--- config.mk ---
export PLATFORM = sky130hd
export DESIGN_NAME = ikc_isqrt
export DESIGN_NICKNAME = d
export VERILOG_FILES = /design/src/rtl/ikc_pkg.sv /design/src/rtl/ikc_isqrt.sv
export SDC_FILE = /design/constraint.sdc
export NUM_CORES = 1
export LEC_CHECK = 0
export ABC_AREA = 1
export BUFFER_PORTS_ARGS = -buffer_cell sky130_fd_sc_hd__buf_2
export CAP_MARGIN = 25
export CORE_MARGIN = 2
export CORE_UTILIZATION = 40
export DETAILED_ROUTE_END_ITERATION = 8
export GPL_TIMING_DRIVEN = 1
export SYNTH_ARGS = -nofsm -noshare
export SYNTH_HDL_FRONTEND = slang
export SYNTH_SLANG_ARGS = --single-unit
--- constraint.sdc ---
create_clock -name clk -period 2.78 [get_ports clk]
set_input_delay 0.139 -clock clk [delete_from_list [all_inputs] [get_ports clk]]
set_output_delay 0.139 -clock clk [all_outputs]
set_load 0.03 [all_outputs]
--- src/rtl/ikc_pkg.sv ---
// Shared constants and the arctangent table for the two-link inverse kinematics core.
package ikc_pkg;

	localparam int FIELD_W       = 19;
	localparam int FRAC_BITS_DEF = 16;
	localparam int ANGLE_BITS    = 30;
	localparam int ATAN_STEPS    = 31;
	localparam int ZW            = 34;

	localparam logic signed [ZW-1:0] HALF_PI_Q30 = 34'sd1686629713;
	localparam logic signed [ZW-1:0] PI_Q30      = 34'sd3373259426;

	// round(atan(2^-i) * 2^30)
	function automatic logic signed [ZW-1:0] atan_q30(input int i);
		logic signed [ZW-1:0] t;
		unique case (i)
			0:  t = 34'sd843314857;
			1:  t = 34'sd497837829;
			2:  t = 34'sd263043837;
			3:  t = 34'sd133525159;
			4:  t = 34'sd67021687;
			5:  t = 34'sd33543516;
			6:  t = 34'sd16775851;
			7:  t = 34'sd8388437;
			8:  t = 34'sd4194283;
			9:  t = 34'sd2097149;
			default: t = ZW'(64'sd1 <<< (30 - i));
		endcase
		return t;
	endfunction

endpackage

--- src/rtl/ikc_isqrt.sv ---
// Pipelined restoring integer square root, one result bit per stage.
module ikc_isqrt import ikc_pkg::*; #(
	parameter int N = FRAC_BITS_DEF + 1
) (
	input  logic           clk,
	input  logic           arst_n,
	input  logic           en,
	input  logic           vin,
	input  logic [2*N-1:0] rad,
	output logic           vout,
	output logic [N-1:0]   root
);
	localparam int RW = 2 * N;

	logic [RW-1:0] rem_s [N];
	logic [RW-1:0] res_s [N];
	logic          v_s   [N];

	for (genvar k = 0; k < N; k++) begin : g_stage
		localparam logic [RW-1:0] BIT = RW'(1) << (2 * (N - 1 - k));
		logic [RW-1:0] rem_i, res_i, trial;
		logic          v_i;

		if (k == 0) begin : g_first
			assign rem_i = rad;
			assign res_i = '0;
			assign v_i   = vin;
		end else begin : g_next
			assign rem_i = rem_s[k-1];
			assign res_i = res_s[k-1];
			assign v_i   = v_s[k-1];
		end

		assign trial = res_i + BIT;

		always_ff @(posedge clk or negedge arst_n) begin
			if (!arst_n) begin
				v_s[k] <= 1'b0;
			end else if (en) begin
				v_s[k] <= v_i;
			end
		end

		always_ff @(posedge clk) begin
			if (en) begin
				if (rem_i >= trial) begin
					rem_s[k] <= rem_i - trial;
					res_s[k] <= (res_i >> 1) + BIT;
				end else begin
					rem_s[k] <= rem_i;
					res_s[k] <= res_i >> 1;
				end
			end
		end
	end

	assign vout = v_s[N-1];
	assign root = res_s[N-1][N-1:0];
endmodule

==> flow_summary.toml <==
[min_path]
hold_class = "in -> reg"
min_from = "rad[26]"
worstHoldEndpoint = "rem_s[0][26]$_DFFE_PP_"
holdPathStages = 2

[cts]
clk_latency_ps = 680
htreeDepth = 3
cts_resized = 0
postCtsSetupBuffers = 0
cts-root-buf = "clkbuf_16"
cts_hold_buf = 38
clock_sinks = 714
clockBufferDepth = 3
cts_tree = "yes"
cts.clk_slew.worst_paths_ps = 60
cts_buffers = 82

[cells_and_area]
stdcell_count = 6111
layout-drive-gt1-share_pct = 8.19
final_common_cell = "nand2_1"
area_delta_synth_final_pct = 12.8
final_cell_mix = "nand2_1, inv_1, edfxtp_1"
fillers = 9668
fin_nets = 4952
antenna_cells = 0

[timing]
max_slew_margin_pct = 48.0
worst_pin_slew_ps = 780
rsz0062_at_grt = "false"
max_freq_mhz = 390
worst_slack_ps = 219
min_period_ps = 2560
period_share_pct = 92.1
tns_ps = 0
setup_viol = 0
slew_violations = 0
finalHoldViolations = 0
clock_skew_ps = 41.8

[setup_path]
reg2reg_depth = 12
crit_path_end_kind = "flip-flop"
cp-start-kind = "flip-flop"
critPathSlowestCell = "edfxtp_1"
reg2reg_from = "res_s[14][11]$_DFFE_PP_"
cpPeakStageDelay_ps = 400
crit_family = "simple AND/OR/NAND/NOR gates"
ff2ff_setup_slack_ps = 220
required_ps = 3160
crit_top_cell = "nand2_1"
crit_arrival_ps = 2940
worstSetupPathType = "reg -> reg"
crit_fanout = 31
reg2reg_to = "rem_s[15][16]$_DFFE_PP_"
worst-path-buf-inv = 2
cp_cell_sequence = "inv_1 > ha_1 > nand2_1 > nor2_2 > nand3_1 > nor2_1 > nand2_1 > nand3_2 > nor2_4 > buf_12 > nand2_1 > nand2_1"

[drt]
viasPerCell = 4.89
post-route-drc-count = 0
drtAntennaViolNets = 0
wl_per_cell_um = 17.7
drtPass1Iterations = 5
vias = 29900
drt_iter0_markers = 2386
wirelength_mm = 108

[synth]
synth_top_area_cell = "edfxtp_1"
synth_warnings = 0
dominantRegCellSynth = "edfxtp_1"
ys_seq_elements = 714
syn_nets = 4787
avgSynthCellArea_um2 = 8.78
synth_edf_count = 697
netlist_instances = 4582
ys_seq_area_share_pct = 53.1
syn_area_um2 = 40200
synth_top_area_share_pct = 52.0
synth_cell_types = 56
synth_area_leaders = "edfxtp_1, nand2_1, inv_1, ha_1, nor2_1"
synthArstFlopShare_pct = 2.38

[place]
globalplace.congestion = 0.968
dp_hpwl_mm = 85.6
portBuffers = 55
preCtsSetupSlack_ps = 291
dp_cells = 5923

[die]
core_area_um2 = 99900
num_io_pins = 56
die_w_um = 321
die_area_um2 = 103000
die_h_um = 321
initial_utilization_pct = 40.3
num_rows = 116

[job]
drv_cap = 0

[pwr]
p_leak_nw = 20.4
p_per_area_nw_per_um2 = 706
irDropWorstVdd_mv = 0.588

[grt]
grt_overflow_total = 0
grt_usage_pct = 21.0
grt_pass1_vias = 28800
antenna_found_initial = 0
grt_first_pass_wirelength_mm = 166
grt_max_degree = 115

[status]
status = "complete, no violations"
-- registers in the layout, summed over array words and instances, names as in the netlist --
signal and flops:
g_stage.v_i 16, rem_s 544, res_s 153, vout 1
-- cells in the mapped netlist, drive strengths merged, types with 51 or more instances --
library cell / number
xor2: 75
edfxtp: 697
xnor2: 51
nand4: 115
ha: 167
nor3: 67
a21oi: 120
nand3: 261
inv: 779
nor2: 499
o21ai: 125
nand2: 1436
-- area by class of cell --
type,count,area [µm²],area share (%)
sequential,714,21400,47.1
clock buffer,95,2130,4.70
multi-input combinational,3039,15600,34.3
inverter,779,2930,6.46
clock inverter,55,717,1.58
tap,1298,1620,3.58
timing repair buffer,131,1030,2.26
-- cells by family (layout without fill, tap and decap cells) --
group	count (synthesis)	in the layout	share of synthesized area [%]
AOI/OAI and AO/OA	268	268	4.11
xor gates and xnor gates	126	126	2.74
adders and majority gates	167	167	5.19
buffers and inverters	829	1060	8.17
DFF	714	714	53.1
and+or+nand+nor	2478	2478	26.7
-- worst max path at each step --
| stage | from | endpoint | slack, ps | cells after the start |
|---|---|---|---|---|
| 2_1_floorplan | en | rem_s[12][0]$_DFFE_PP_ | 510 | 3 |
| 3_3_place_gp | res_s[14][11]$_DFFE_PP_ | rem_s[15][16]$_DFFE_PP_ | 310 | 12 |
| 3_5_place_dp | res_s[14][11]$_DFFE_PP_ | rem_s[15][16]$_DFFE_PP_ | 290 | 12 |
| 4_1_cts | res_s[14][8]$_DFFE_PP_ | rem_s[15][16]$_DFFE_PP_ | 280 | 12 |
| 5_1_grt | res_s[10][15]$_DFFE_PP_ | rem_s[11][11]$_DFFE_PP_ | 70 | 9 |
| 6_report | res_s[14][11]$_DFFE_PP_ | rem_s[15][16]$_DFFE_PP_ | 220 | 12 |
-- metrics by stage --
stage / util (%) / hold slack, ps / instance area [µm²] / power, W
final: 45.4 / 162 / 45400 / 0.0320
after CTS: 45.4 / 116 / 45400 / 0.0323
after detailed placement: 42.2 / 79.9 / 42100 / 0.0209
after global routing: 45.4 / 136 / 45400 / 0.0337
after floorplan: - / -157 / 40200 / 0.0188
after global placement: 42.2 / 76.4 / 42100 / 0.0209
-- routing by layer --
metal  global-route usage, %  up-vias  share of wire (%)
met2                    35.2      709                 47
met5                       0        -                  0
li1                        -    15200                  -
met3                    2.73      190                4.4
met4                    7.67        0                3.7
met1                    27.9    13800                 45
-- where the power goes --
part | leakage (nW) | internal, W | switching [W]
logic | 12.1 | 0.00218 | 0.00433
clock network | 1.38 | 0.00661 | 0.00465
registers | 6.91 | 0.0133 | 0.000953
total | 20.4 | 0.0221 | 0.00993
(Power assumes the default switching activity.)
